[src/length_prefix_deframer_macros.svh]
// Assertion macros shared by the length prefix deframer modules.
`ifndef LENGTH_PREFIX_DEFRAMER_MACROS_SVH
`define LENGTH_PREFIX_DEFRAMER_MACROS_SVH

// Same-cycle implication, checked outside reset.
`define LPD_ASSERT_NOW(label, clk, rst, ante, cons, msg) \
   label: assert property (@(posedge clk) disable iff (rst) (ante) |-> (cons)) \
      else $error(msg);

// Next-cycle implication, checked outside reset.
`define LPD_ASSERT_NEXT(label, clk, rst, ante, cons, msg) \
   label: assert property (@(posedge clk) disable iff (rst) (ante) |=> (cons)) \
      else $error(msg);

`endif

[src/lpd_pkg.sv]
// Package: shared widths, result kinds and the queue item type of the deframer.
`timescale 1ns / 1ps
`default_nettype none
package lpd_pkg;

   localparam int BYTE_W      = 8;
   localparam int LEN_W       = 32;
   localparam int HDR_CNT_W   = 2;
   localparam int QUEUE_DEPTH_DEF = 2;

   // Last header byte index (four-byte big-endian header)
   localparam logic [HDR_CNT_W-1:0] HDR_LAST = 2'd3;

   // Result kinds carried through the queue
   localparam logic KIND_EMPTY = 1'b0;
   localparam logic KIND_BYTE  = 1'b1;

   typedef struct packed {
      logic              kind;
      logic [BYTE_W-1:0] data;
      logic              last;
   } lpd_item_type;

endpackage
`default_nettype wire

[src/lpd_req_if.sv]
// Interface: input byte channel of the deframer.
`timescale 1ns / 1ps
`default_nettype none
interface lpd_req_if
   import lpd_pkg::*;
();
   logic              valid;
   logic              ready;
   logic [BYTE_W-1:0] in_byte;
   logic              chunk_end;

   modport source (output valid, output in_byte, output chunk_end, input ready);
   modport sink   (input valid, input in_byte, input chunk_end, output ready);
endinterface
`default_nettype wire

[src/lpd_rsp_if.sv]
// Interface: result channel of the deframer.
`timescale 1ns / 1ps
`default_nettype none
interface lpd_rsp_if
   import lpd_pkg::*;
();
   logic              valid;
   logic              ready;
   logic [BYTE_W-1:0] out_byte;
   logic              has_byte;
   logic              last;

   modport source (output valid, output out_byte, output has_byte, output last,
                   input ready);
   modport sink   (input valid, input out_byte, input has_byte, input last,
                   output ready);
endinterface
`default_nettype wire

[src/lpd_front.sv]
// Front end: takes input beats, gathers length headers, classifies payload bytes.
`timescale 1ns / 1ps
`default_nettype none
module lpd_front
   import lpd_pkg::*;
(
   input  wire logic         clock,
   input  wire logic         reset,
   lpd_req_if.sink           req_chan,
   input  wire logic         csr_we,
   input  wire logic         csr_wdata,
   output lpd_item_type      q_item,
   output logic              q_valid,
   input  wire logic         q_ready
);
   `include "length_prefix_deframer_macros.svh"

   logic                 bypass_ff, bypass_in;
   logic                 in_payload_ff, in_payload_in;
   logic [HDR_CNT_W-1:0] header_count_ff, header_count_in;
   logic [LEN_W-1:0]     length_shift_ff, length_shift_in;
   logic [LEN_W-1:0]     bytes_left_ff, bytes_left_in;
   logic                 accept;
   logic [LEN_W-1:0]     shift_next;
   logic                 has_result;

   assign req_chan.ready = q_ready;
   assign accept         = req_chan.valid & q_ready;
   assign shift_next     = {length_shift_ff[LEN_W-BYTE_W-1:0], req_chan.in_byte};
   assign q_valid        = accept & has_result;

   // Classify the beat and work out the next deframing state
   always_comb begin
      bypass_in       = csr_we ? csr_wdata : bypass_ff;
      in_payload_in   = in_payload_ff;
      header_count_in = header_count_ff;
      length_shift_in = length_shift_ff;
      bytes_left_in   = bytes_left_ff;
      has_result      = 1'b0;
      q_item.kind     = KIND_BYTE;
      q_item.data     = req_chan.in_byte;
      q_item.last     = 1'b0;
      if (bypass_ff) begin
         has_result  = 1'b1;
         q_item.last = req_chan.chunk_end;
      end else if (!in_payload_ff) begin
         length_shift_in = shift_next;
         if (header_count_ff != HDR_LAST) begin
            header_count_in = header_count_ff + 1'b1;
         end else begin
            header_count_in = '0;
            if (shift_next == '0) begin
               // zero-length frame: one empty marker
               has_result  = 1'b1;
               q_item.kind = KIND_EMPTY;
               q_item.data = '0;
               q_item.last = 1'b1;
            end else begin
               bytes_left_in   = shift_next;
               length_shift_in = '0;
               in_payload_in   = 1'b1;
            end
         end
      end else begin
         has_result    = 1'b1;
         bytes_left_in = bytes_left_ff - 1'b1;
         if (bytes_left_ff == LEN_W'(1)) begin
            q_item.last   = 1'b1;
            in_payload_in = 1'b0;
         end
      end
   end

   // Mode register: written any time the write enable is high
   always_ff @(posedge clock) begin
      if (reset) begin
         bypass_ff <= 1'b0;
      end else begin
         bypass_ff <= bypass_in;
      end
   end

   // Deframing state advances only on accepted beats
   always_ff @(posedge clock) begin
      if (reset) begin
         in_payload_ff   <= 1'b0;
         header_count_ff <= '0;
         length_shift_ff <= '0;
         bytes_left_ff   <= '0;
      end else if (accept) begin
         in_payload_ff   <= in_payload_in;
         header_count_ff <= header_count_in;
         length_shift_ff <= length_shift_in;
         bytes_left_ff   <= bytes_left_in;
      end
   end

   `LPD_ASSERT_NOW(a_payload_count, clock, reset, in_payload_ff, bytes_left_ff != '0,
      "payload state with no bytes left")
   `LPD_ASSERT_NOW(a_hdr_idle, clock, reset, header_count_ff != '0, !in_payload_ff,
      "header count moved during payload")
   `LPD_ASSERT_NOW(a_bypass_push, clock, reset, accept && bypass_ff, q_valid,
      "bypass beat produced no result")

endmodule
`default_nettype wire

[src/lpd_queue.sv]
// Queue: small register FIFO between the front end and the output stage.
`timescale 1ns / 1ps
`default_nettype none
module lpd_queue
   import lpd_pkg::*;
#(
   parameter int DEPTH = QUEUE_DEPTH_DEF
)(
   input  wire logic         clock,
   input  wire logic         reset,
   input  wire lpd_item_type in_item,
   input  wire logic         in_valid,
   output logic              in_ready,
   output lpd_item_type      out_item,
   output logic              out_valid,
   input  wire logic         out_ready
);
   `include "length_prefix_deframer_macros.svh"

   localparam int PTR_W = (DEPTH > 1) ? $clog2(DEPTH) : 1;
   localparam int CNT_W = $clog2(DEPTH + 1);

   lpd_item_type     slot_ff [DEPTH];
   logic [PTR_W-1:0] wr_ptr_ff, wr_ptr_in;
   logic [PTR_W-1:0] rd_ptr_ff, rd_ptr_in;
   logic [CNT_W-1:0] count_ff, count_in;
   logic             push, pop;

   assign in_ready  = (count_ff != CNT_W'(DEPTH));
   assign out_valid = (count_ff != '0);
   assign out_item  = slot_ff[rd_ptr_ff];
   assign push      = in_valid & in_ready;
   assign pop       = out_valid & out_ready;

   // Pointer and fill bookkeeping
   always_comb begin
      wr_ptr_in = wr_ptr_ff;
      rd_ptr_in = rd_ptr_ff;
      if (push) begin
         wr_ptr_in = (wr_ptr_ff == PTR_W'(DEPTH - 1)) ? '0 : wr_ptr_ff + 1'b1;
      end
      if (pop) begin
         rd_ptr_in = (rd_ptr_ff == PTR_W'(DEPTH - 1)) ? '0 : rd_ptr_ff + 1'b1;
      end
      count_in = count_ff + CNT_W'(push) - CNT_W'(pop);
   end

   always_ff @(posedge clock) begin
      if (reset) begin
         wr_ptr_ff <= '0;
         rd_ptr_ff <= '0;
         count_ff  <= '0;
      end else begin
         wr_ptr_ff <= wr_ptr_in;
         rd_ptr_ff <= rd_ptr_in;
         count_ff  <= count_in;
      end
   end

   // Storage: no reset needed
   always_ff @(posedge clock) begin
      if (push) begin
         slot_ff[wr_ptr_ff] <= in_item;
      end
   end

   `LPD_ASSERT_NOW(a_no_overfill, clock, reset, 1'b1, count_ff <= CNT_W'(DEPTH),
      "queue count beyond depth")
   `LPD_ASSERT_NEXT(a_push_grows, clock, reset, push && !pop,
      count_ff == $past(count_ff) + 1'b1, "push did not grow the queue")
   `LPD_ASSERT_NEXT(a_pop_shrinks, clock, reset, pop && !push,
      count_ff == $past(count_ff) - 1'b1, "pop did not shrink the queue")

endmodule
`default_nettype wire

[src/lpd_back.sv]
// Back end: turns queued results into output beats in a registered stage.
`timescale 1ns / 1ps
`default_nettype none
module lpd_back
   import lpd_pkg::*;
(
   input  wire logic         clock,
   input  wire logic         reset,
   input  wire lpd_item_type q_item,
   input  wire logic         q_valid,
   output logic              q_ready,
   lpd_rsp_if.source         rsp_chan
);
   `include "length_prefix_deframer_macros.svh"

   logic              valid_ff, valid_in;
   logic [BYTE_W-1:0] out_byte_ff, out_byte_in;
   logic              has_byte_ff, has_byte_in;
   logic              last_ff, last_in;
   logic              load;

   // Slot frees when empty or when the receiver takes the beat
   assign q_ready = !valid_ff || rsp_chan.ready;
   assign load    = q_valid & q_ready;

   // Format the result fields from the queued kind
   always_comb begin
      valid_in    = load ? 1'b1 : (valid_ff & !rsp_chan.ready);
      has_byte_in = (q_item.kind == KIND_BYTE);
      out_byte_in = (q_item.kind == KIND_BYTE) ? q_item.data : '0;
      last_in     = q_item.last;
   end

   always_ff @(posedge clock) begin
      if (reset) begin
         valid_ff <= 1'b0;
      end else begin
         valid_ff <= valid_in;
      end
   end

   always_ff @(posedge clock) begin
      if (load) begin
         out_byte_ff <= out_byte_in;
         has_byte_ff <= has_byte_in;
         last_ff     <= last_in;
      end
   end

   assign rsp_chan.valid    = valid_ff;
   assign rsp_chan.out_byte = out_byte_ff;
   assign rsp_chan.has_byte = has_byte_ff;
   assign rsp_chan.last     = last_ff;

   `LPD_ASSERT_NOW(a_empty_form, clock, reset, valid_ff && !has_byte_ff,
      last_ff && (out_byte_ff == '0), "malformed empty-frame marker")
   `LPD_ASSERT_NEXT(a_load_shows, clock, reset, load, valid_ff,
      "loaded result not presented")
   `LPD_ASSERT_NEXT(a_taken_clears, clock, reset, valid_ff && rsp_chan.ready && !q_valid,
      !valid_ff, "taken beat presented again")

endmodule
`default_nettype wire

[src/length_prefix_deframer.sv]
// Top level: length-prefixed frame decoder for a received byte stream.
//
// req_chan carries one stream byte per beat (in_byte, chunk_end). Deframing:
// each frame is a four-byte big-endian length followed by that many payload
// bytes. Header beats give no result; each payload byte comes out on rsp_chan
// with has_byte set and last on the final byte. A zero length gives a single
// beat with has_byte clear, out_byte zero and last set, as soon as the fourth
// header byte is accepted. With csr_wdata written high (csr_we) the block is in
// bypass: every byte passes through and chunk_end becomes last; the frame state
// is held untouched until bypass is cleared.
// A result goes into the queue when its byte is accepted and then passes
// through the registered output stage before it is presented on rsp_chan.
// Throughput: one byte per cycle while the queue has room, set by the
// per-byte header shift and 32-bit byte countdown in the front end; a short
// queue and a registered output stage follow it.
// Reset (synchronous) clears bypass, the header and payload counters and the
// queue. When the receiver stalls, the output beat holds, the queue fills and
// req_chan.ready falls once the queue is full.
`timescale 1ns / 1ps
`default_nettype none
module length_prefix_deframer
   import lpd_pkg::*;
#(
   parameter int QUEUE_DEPTH = QUEUE_DEPTH_DEF
)(
   input  wire logic clock,
   input  wire logic reset,
   lpd_req_if.sink   req_chan,
   lpd_rsp_if.source rsp_chan,
   input  wire logic csr_we,
   input  wire logic csr_wdata
);

   lpd_item_type front_item;
   logic         front_valid;
   logic         front_ready;
   lpd_item_type back_item;
   logic         back_valid;
   logic         back_ready;

   lpd_front u_front (
      .clock     (clock),
      .reset     (reset),
      .req_chan  (req_chan),
      .csr_we    (csr_we),
      .csr_wdata (csr_wdata),
      .q_item    (front_item),
      .q_valid   (front_valid),
      .q_ready   (front_ready)
   );

   lpd_queue #(
      .DEPTH (QUEUE_DEPTH)
   ) u_queue (
      .clock     (clock),
      .reset     (reset),
      .in_item   (front_item),
      .in_valid  (front_valid),
      .in_ready  (front_ready),
      .out_item  (back_item),
      .out_valid (back_valid),
      .out_ready (back_ready)
   );

   lpd_back u_back (
      .clock    (clock),
      .reset    (reset),
      .q_item   (back_item),
      .q_valid  (back_valid),
      .q_ready  (back_ready),
      .rsp_chan (rsp_chan)
   );

endmodule
`default_nettype wire
[src/flat_wrapper.sv]
// flat-port wrapper written by rule: the top's interface ports become plain ports
module length_prefix_deframer_flat import lpd_pkg::*;
#(
   parameter int QUEUE_DEPTH = QUEUE_DEPTH_DEF
)
  (clock, reset, csr_we, csr_wdata, req_chan_valid, req_chan_in_byte, req_chan_chunk_end, req_chan_ready, rsp_chan_valid, rsp_chan_out_byte, rsp_chan_has_byte, rsp_chan_last, rsp_chan_ready);
  lpd_req_if req_chan_i ();
  lpd_rsp_if rsp_chan_i ();
  input  wire logic clock;
  input  wire logic reset;
  input  wire logic csr_we;
  input  wire logic csr_wdata;
  input wire logic [$bits(req_chan_i.valid)-1:0] req_chan_valid;
  input wire logic [$bits(req_chan_i.in_byte)-1:0] req_chan_in_byte;
  input wire logic [$bits(req_chan_i.chunk_end)-1:0] req_chan_chunk_end;
  output wire logic [$bits(req_chan_i.ready)-1:0] req_chan_ready;
  output wire logic [$bits(rsp_chan_i.valid)-1:0] rsp_chan_valid;
  output wire logic [$bits(rsp_chan_i.out_byte)-1:0] rsp_chan_out_byte;
  output wire logic [$bits(rsp_chan_i.has_byte)-1:0] rsp_chan_has_byte;
  output wire logic [$bits(rsp_chan_i.last)-1:0] rsp_chan_last;
  input wire logic [$bits(rsp_chan_i.ready)-1:0] rsp_chan_ready;
  assign req_chan_i.valid = req_chan_valid;
  assign req_chan_i.in_byte = req_chan_in_byte;
  assign req_chan_i.chunk_end = req_chan_chunk_end;
  assign req_chan_ready = req_chan_i.ready;
  assign rsp_chan_valid = rsp_chan_i.valid;
  assign rsp_chan_out_byte = rsp_chan_i.out_byte;
  assign rsp_chan_has_byte = rsp_chan_i.has_byte;
  assign rsp_chan_last = rsp_chan_i.last;
  assign rsp_chan_i.ready = rsp_chan_ready;
  length_prefix_deframer #(.QUEUE_DEPTH(QUEUE_DEPTH)) u_core (.clock(clock), .reset(reset), .req_chan(req_chan_i), .rsp_chan(rsp_chan_i), .csr_we(csr_we), .csr_wdata(csr_wdata));
endmodule
[config.mk]
export PLATFORM = sky130hd
export DESIGN_NAME = length_prefix_deframer_flat
export DESIGN_NICKNAME = d
export VERILOG_FILES = /design/src/lpd_pkg.sv /design/src/lpd_req_if.sv /design/src/lpd_rsp_if.sv /design/src/lpd_front.sv /design/src/lpd_queue.sv /design/src/lpd_back.sv /design/src/length_prefix_deframer.sv /design/src/flat_wrapper.sv
export VERILOG_INCLUDE_DIRS = /design/src /design/src/src
export SDC_FILE = /design/constraint.sdc
export NUM_CORES = 1
export LEC_CHECK = 0
export BUFFER_PORTS_ARGS = -buffer_cell sky130_fd_sc_hd__buf_2
export CAP_MARGIN = 20
export CORE_MARGIN = 4
export CORE_UTILIZATION = 57
export CTS_BUF_LIST = sky130_fd_sc_hd__clkbuf_4 sky130_fd_sc_hd__clkbuf_8
export CTS_CLUSTER_SIZE = 8
export DETAILED_ROUTE_END_ITERATION = 12
export GPL_TIMING_DRIVEN = 0
export PLACE_DENSITY = 0.79
export SLEW_MARGIN = 20
export SYNTH_ARGS = -nofsm -noshare
export SYNTH_HDL_FRONTEND = slang
export SYNTH_HIERARCHICAL = 1
export SYNTH_SLANG_ARGS = --single-unit
[constraint.sdc]
create_clock -name clock -period 2.85 [get_ports clock]
set_clock_uncertainty 0.15 [all_clocks]
set_input_delay 0.1425 -clock clock [delete_from_list [all_inputs] [get_ports clock]]
set_output_delay 0.1425 -clock clock [all_outputs]
set_load 0.02 [all_outputs]
**Word level (Yosys, flattened, before mapping)**

Memories as Yosys holds them, arrays and structs flattened. A register that Yosys moved wholly into a read port is not among the register bits.
Cells that the tools add are included.

- Equal/unequal tests: 5
- $add $sub $neg: 6
- Multiplexer cells: 28
- Reduce and logical (&&, ||, !) cells: 8
- Bitwise operators: 7

Operators with widths:

| operator | number |
|---|---|
| 32-bit two-way mux | 3 |
| 24-bit two-way mux | 2 |
| 32-bit by 1-bit == test with 1-bit output (second input constant) | 1 |
| 32-bit zero test | 1 |
| 32-bit by 1-bit subtractor with 32-bit output (second input constant) | 1 |
| 10-bit two-way mux | 2 |
| 1-bit two-way mux | 18 |
| 9-bit two-way mux | 2 |
| 2-bit != test (second input constant) | 4 |
| 1-bit AND | 5 |
| 4-bit AND reduction | 1 |
| 3-bit AND reduction | 1 |
| 1-bit adder (second input constant) | 2 |
| 2-bit by 1-bit adder with 2-bit output | 1 |
| 2-bit by 1-bit adder with 2-bit output (second input constant) | 1 |
| 1-bit zero test | 2 |
| 2-bit two-way mux | 1 |
| 1-bit NOT | 2 |
| 2-bit AND reduction | 1 |
| 2-bit nonzero test | 1 |
| 2-bit by 1-bit subtractor with 2-bit output | 1 |
| 1-bit logical OR | 1 |

- Bits in registers: 75
- Logic and storage cells: 67
- Output and inout bits: 12
- Input bits: 15
- Memories kept: 1
- RAM bits: 20

Memory list:

| name | depth | width | read ports | clocked after memory_dff | wr ports | line | text |
|---|---|---|---|---|---|---|---|
| u_core.u_queue.slot_ff | 2 | 10 | 1 | 1 | 1 | lpd_queue.sv:23 | `lpd_item_type slot_ff [DEPTH];` |

**Logic depth before layout (Yosys ltp)**

- Depth in word-level cells: 9
- Mapped depth: 11
- Depth with buffers taken out: 11

**Hierarchy**

Netlist, hierarchy kept.

Modules (own cells, without submodules):

| module | area each (um2) | instances | cells each | seq. area each (um2) |
|---|---|---|---|---|
| lpd_front | 3,178.0 | 1 | 416 | 1,201.2 |
| lpd_queue | 975.9 | 1 | 60 | 700.7 |
| lpd_back | 405.4 | 1 | 23 | 320.3 |

**Worst setup path before layout**

No wires, ideal clock.

- Path kind: flip-flop to flip-flop
- Start point: register u_core.u_front.length_shift_ff[17]
- End point: register u_core.u_queue.count_ff[1]
- Setup slack: 204 ps
- Library setup time: 123 ps
- Cell stages (with the launch flop): 12
- Buffers on the path: 0
- Arrival: 2,373 ps
- Period minus slack after synthesis: 2,646 ps
- Required time: 2,577 ps
- Cell sequence: dfxtp_1 -> nor4_1 -> nand2_1 -> nor4_2 -> nand2_1 -> a21oi_1 -> nand3_1 -> o21ai_0 -> nor2_1 -> ha_1 -> and2b_1 -> mux2_1

- Cells in the longest elaborated chain, start to end: 9

RTL lines:

| element | line | text |
|---|---|---|
| start: declaration | lpd_front.sv:21 | `logic [LEN_W-1:0] length_shift_ff, length_shift_in;` |
| start signal: assignment | lpd_front.sv:93 | `length_shift_ff <= length_shift_in;` |
| 32-bit zero test | lpd_front.sv:52 | `if (shift_next == '0) begin` |
| 1-bit two-way mux | lpd_front.sv:52 |  |
| 1-bit two-way mux | lpd_front.sv:48 | `if (header_count_ff != HDR_LAST) begin` |
| 1-bit two-way mux | lpd_front.sv:46 | `end else if (!in_payload_ff) begin` |
| 1-bit two-way mux | lpd_front.sv:43 | `if (bypass_ff) begin` |
| 1-bit AND | lpd_front.sv:30 | `assign q_valid = accept & has_result;` |
| via u_core.front_valid | length_prefix_deframer.sv:35 | `logic front_valid;` |
| 1-bit AND | lpd_queue.sv:32 | `assign push = in_valid & in_ready;` |
| 2-bit by 1-bit adder with 2-bit output | lpd_queue.sv:45 | `count_in = count_ff + CNT_W'(push) - CNT_W'(pop);` |
| 2-bit by 1-bit subtractor with 2-bit output | lpd_queue.sv:45 |  |
| end signal: assignment | lpd_queue.sv:56 | `count_ff <= count_in;` |
| end: declaration | lpd_queue.sv:26 | `logic [CNT_W-1:0] count_ff, count_in;` |

The timed path passes the listed nets, and every way through them passes these cells.
A chain may end at the register's enable or synchronous reset.

**Worst setup path in the final report**

- Start point: input port req_chan_in_byte[7]
- End point: register u_core.u_front.bytes_left_ff[23]

- Cells in the longest elaborated chain, start to end: 3

RTL lines:

| element | line | text |
|---|---|---|
| start: declaration | flat_wrapper.sv:14 | `input wire logic [$bits(req_chan_i.in_byte)-1:0] req_chan_in_byte;` |
| 32-bit zero test | lpd_front.sv:52 |  |
| 2-bit != test (no line) | n/a |  |
| 4-bit AND reduction (no line) | n/a |  |
| end signal: assignment | lpd_front.sv:94 | `bytes_left_ff <= bytes_left_in;` |
| end: declaration | lpd_front.sv:22 | `logic [LEN_W-1:0] bytes_left_ff, bytes_left_in;` |

Every way passes these cells.

==> flow_metrics.py <==
metrics = {
    "setup_path": {
        "cp-startpoint": "req_chan_in_byte[7]",
        "crit_type": "in -> reg",
        "r2r_cells": 7,
        "r2r-end": "u_core/u_front/bytes_left_ff[22]",
        "cp-end-kind": "flop",
        "cp_max_fo": 10,
        "r2r_start": "u_core/u_front/in_payload_ff",
        "cpMostUsedCell": "buf_2",
        "crit_path_cell_trace": "dlygate4sd3_1 -> buf_2 -> nor4_1 -> nand2_1 -> o41a_1 -> a21oi_2 -> buf_2 -> o21ai_1 -> a21oi_1",
        "critPathRequiredTime_ns": 2.98,
        "start_kind": "input port",
        "cp_slowest_stage_delay_ns": 0.54,
        "crit_slowest_cell": "dlygate4sd3_1",
        "rrSetupSlack_ns": 0.14,
        "worstPathArrival_ns": 2.86,
    },
    "routing": {
        "vias": 4135,
        "drt_iter0_markers": 489,
        "drc": 0,
        "vias_per_cell": 6.265,
        "firstDrtPassIters": 6,
        "ant_nets": 0,
        "wl_per_cell_microns": 18.40,
        "totalWireLength_microns": 12150,
    },
    "final_layout": {
        "nets": 572,
        "area_growth_pct": 14.74,
        "n_antenna_cell": 0,
        "final_layout_size_suffix_gt1_share_pct": 16.31,
        "final_cell_area_sq_mm": 0.005231,
    },
    "clocking": {
        "root_buffer": "clkbuf_8",
        "h-tree-depth": 3,
        "cts_buffers": 9,
        "cts_tree": "done",
        "ctsLongestPathBuffers": 2,
        "clock_latency_ns": 0.37,
        "path_clk_slew_ns": 0.11,
        "cts_num_sinks": 96,
    },
    "min_path": {
        "worstHoldPathType": "in -> reg",
        "hp-start": "rsp_chan_ready",
        "holdPathStages": 4,
        "hold_end": "u_core/u_queue/count_ff[1]",
    },
    "place": {
        "dpl_cell_area_sq_mm": 0.004817,
        "pre_cts_ws_ns": -0.3984,
        "place_congestion": 0.9614,
        "place_hpwl_microns": 8485,
        "io_buffers": 26,
    },
    "grt": {
        "track_usage_pct": 25.61,
        "grt_max_degree": 21,
        "grt_pass1_vias": 3989,
        "grt_overflow": 0,
        "grt_pass1_wl_microns": 19560,
        "antenna_found_initial": 0,
    },
    "yosys": {
        "synth_edf_count": 30,
        "ys_ff_latch": 96,
        "yosysSeqAreaShare_pct": 48.74,
        "synthArstFlopShare_pct": 0,
        "synth_flop_cell": "dfxtp_1",
        "synth_fp_nets": 518,
        "yosysUniqueCellTypes": 69,
        "syn_inst": 499,
        "yosysWarnings": 6,
        "syn_area_sq_mm": 0.004559,
        "syn_avg_cell_area_sq_um": 9.137,
    },
    "timing": {
        "setup_viol": 0,
        "clock.fmax_ghz": 0.3668,
        "post-route-period-util_pct": 95.66,
        "slew_viol_final": 0,
        "fin_ws_ns": 0.1237,
        "worstMarginPinSlew_ns": 0.8008,
        "hold_viol_final": 0,
        "timing.slew.headroom_pct": 46.05,
        "tns_ns": 0,
        "min_period_ns": 2.726,
    },
    "power_and_ir_drop": {
        "power_density_mw_per_mm2": 652.1,
        "ir_drop_mv": 0.4978,
        "p_leak_nw": 1.922,
    },
    "outcome": {
        "outcome": "completed",
    },
    "die": {
        "num_io_pins": 27,
        "die_height_microns": 97.44,
        "initial_core_util_pct": 58.70,
        "die_x_microns": 97.44,
        "row_count": 32,
        "fp.coreArea_sq_mm": 0.007767,
        "die_area_sq_mm": 0.009494,
    },
    "job": {
        "cap_viol_max_count": 0,
    },
}
[routing by layer]
layer,share of wire (%),global-route usage (%),up-vias,routed length [microns]
met5,0,0,-,0
met4,1.4,9.904,0,174
met3,9.4,5.815,15,1136
met2,48,40.80,227,5777
met1,42,33.94,1966,5058
li1,-,-,1927,-
[sequential cells by signal (all words and copies together) (netlist names), 2 cells and up, named ones only]
signal	flops
u_core/u_front/header_count_ff	2
u_core/u_back/rsp_chan.out_byte	8
u_core/u_queue/count_ff	2
u_core/u_front/length_shift_ff	24
u_core/u_front/bytes_left_ff	32
u_core/u_queue/slot_ff	20
[where the power goes]
group / leakage [nW] / switching (mW) / internal, mW / total, mW
clock network: 0.103 / 0.548 / 0.354 / 0.902
registers: 0.808 / 0.0832 / 1.57 / 1.65
logic: 1.01 / 0.510 / 0.346 / 0.856
total: 1.92 / 1.14 / 2.27 / 3.41
[placed cells by master (no fill, tap or decap), types with 11 or more instances in the layout]
cell type	instances
or3_1	11
nand2_1	77
nor2_1	39
edfxtp_1	30
a21oi_1	52
dfxtp_1	66
dlygate4sd3_1	13
mux2_2	12
buf_2	33
nor4_1	12
clkbuf_1	28
[cells in the mapped netlist (6+ instances only)]
master | count | share of area (%)
a21oi_1 | 53 | 5.8
a22oi_1 | 7 | 1.2
a31oi_1 | 9 | 1.2
and2_1 | 9 | 1.2
buf_2 | 7 | 0.77
clkbuf_1 | 28 | 2.3
dfxtp_1 | 66 | 29
edfxtp_1 | 30 | 20
inv_1 | 10 | 0.82
mux2_2 | 12 | 3.0
nand2_1 | 78 | 6.4
nand3_1 | 6 | 0.66
nor2_1 | 39 | 3.2
nor3_1 | 10 | 1.1
nor4_1 | 16 | 2.2
o21ai_0 | 7 | 0.77
o21ai_1 | 10 | 1.1
or3_1 | 11 | 1.5
[cell type report]
class	count	area, sq um
Buffer	37	155.1
Tap cell	102	127.6
Fill cell	612	2536
Clock buffer	9	123.9
Sequential cell	96	2222
Multi-Input combinational cell	355	2195
Timing Repair Buffer	43	290.3
Clock inverter	7	76.32
Inverter	11	41.29
[metrics by stage]
stage	hold slack (ns)	total power, mW	instances	util [%]
finish	0.1935	3.411	660	67.35
global route	0.2184	3.583	660	67.35
CTS	0.1138	3.401	657	66.53
detailed placement	0.2455	2.493	627	62.02
global placement	0.2388	2.458	627	62.02
floorplan	0.05494	2.261	499	-
[what timing repair did]
| item | in CTS | in global routing |
|---|---|---|
| pin swaps | 1 | 3 |
| hold buffers | 13 | 0 |
| setup endpoints to repair | 22 | 23 |
| setup buffers | 1 | 3 |
| resized for setup | 2 | 7 |
| hold endpoints to repair | 24 | 0 |
[kinds of logic (layout without fill, tap and decap cells)]
kind of cell / after synthesis / count (layout) / share of synthesized area [%]
and+or+nand+nor: 204 / 204 / 22.91
AOI/OAI and AO/OA: 125 / 125 / 17.67
DFF: 96 / 96 / 48.74
buffers and inverters: 48 / 107 / 4.308
muxes: 19 / 19 / 4.693
adders and majority gates: 4 / 4 / 1.098
xor gates and xnor gates: 3 / 3 / 0.5764
[worst max path at each step]
stage                                                   to  slack, ns
after detailed placement        u_core/u_queue/count_ff[1]      -0.40
final                     u_core/u_front/bytes_left_ff[23]       0.12
after floorplan                 u_core/u_queue/count_ff[1]       0.20
after CTS                       u_core/u_queue/count_ff[1]       0.03
after global routing            u_core/u_queue/count_ff[1]     -0.006
after global placement          u_core/u_queue/count_ff[1]      -0.20
[worst max-delay path: cells and delay by family]
family / cells / cell delay, ns
simple gates: 2 / 0.47
buf+inv: 3 / 1.05
compound gates: 4 / 1.19
No activity file was read; power rests on OpenSTA's default activity.
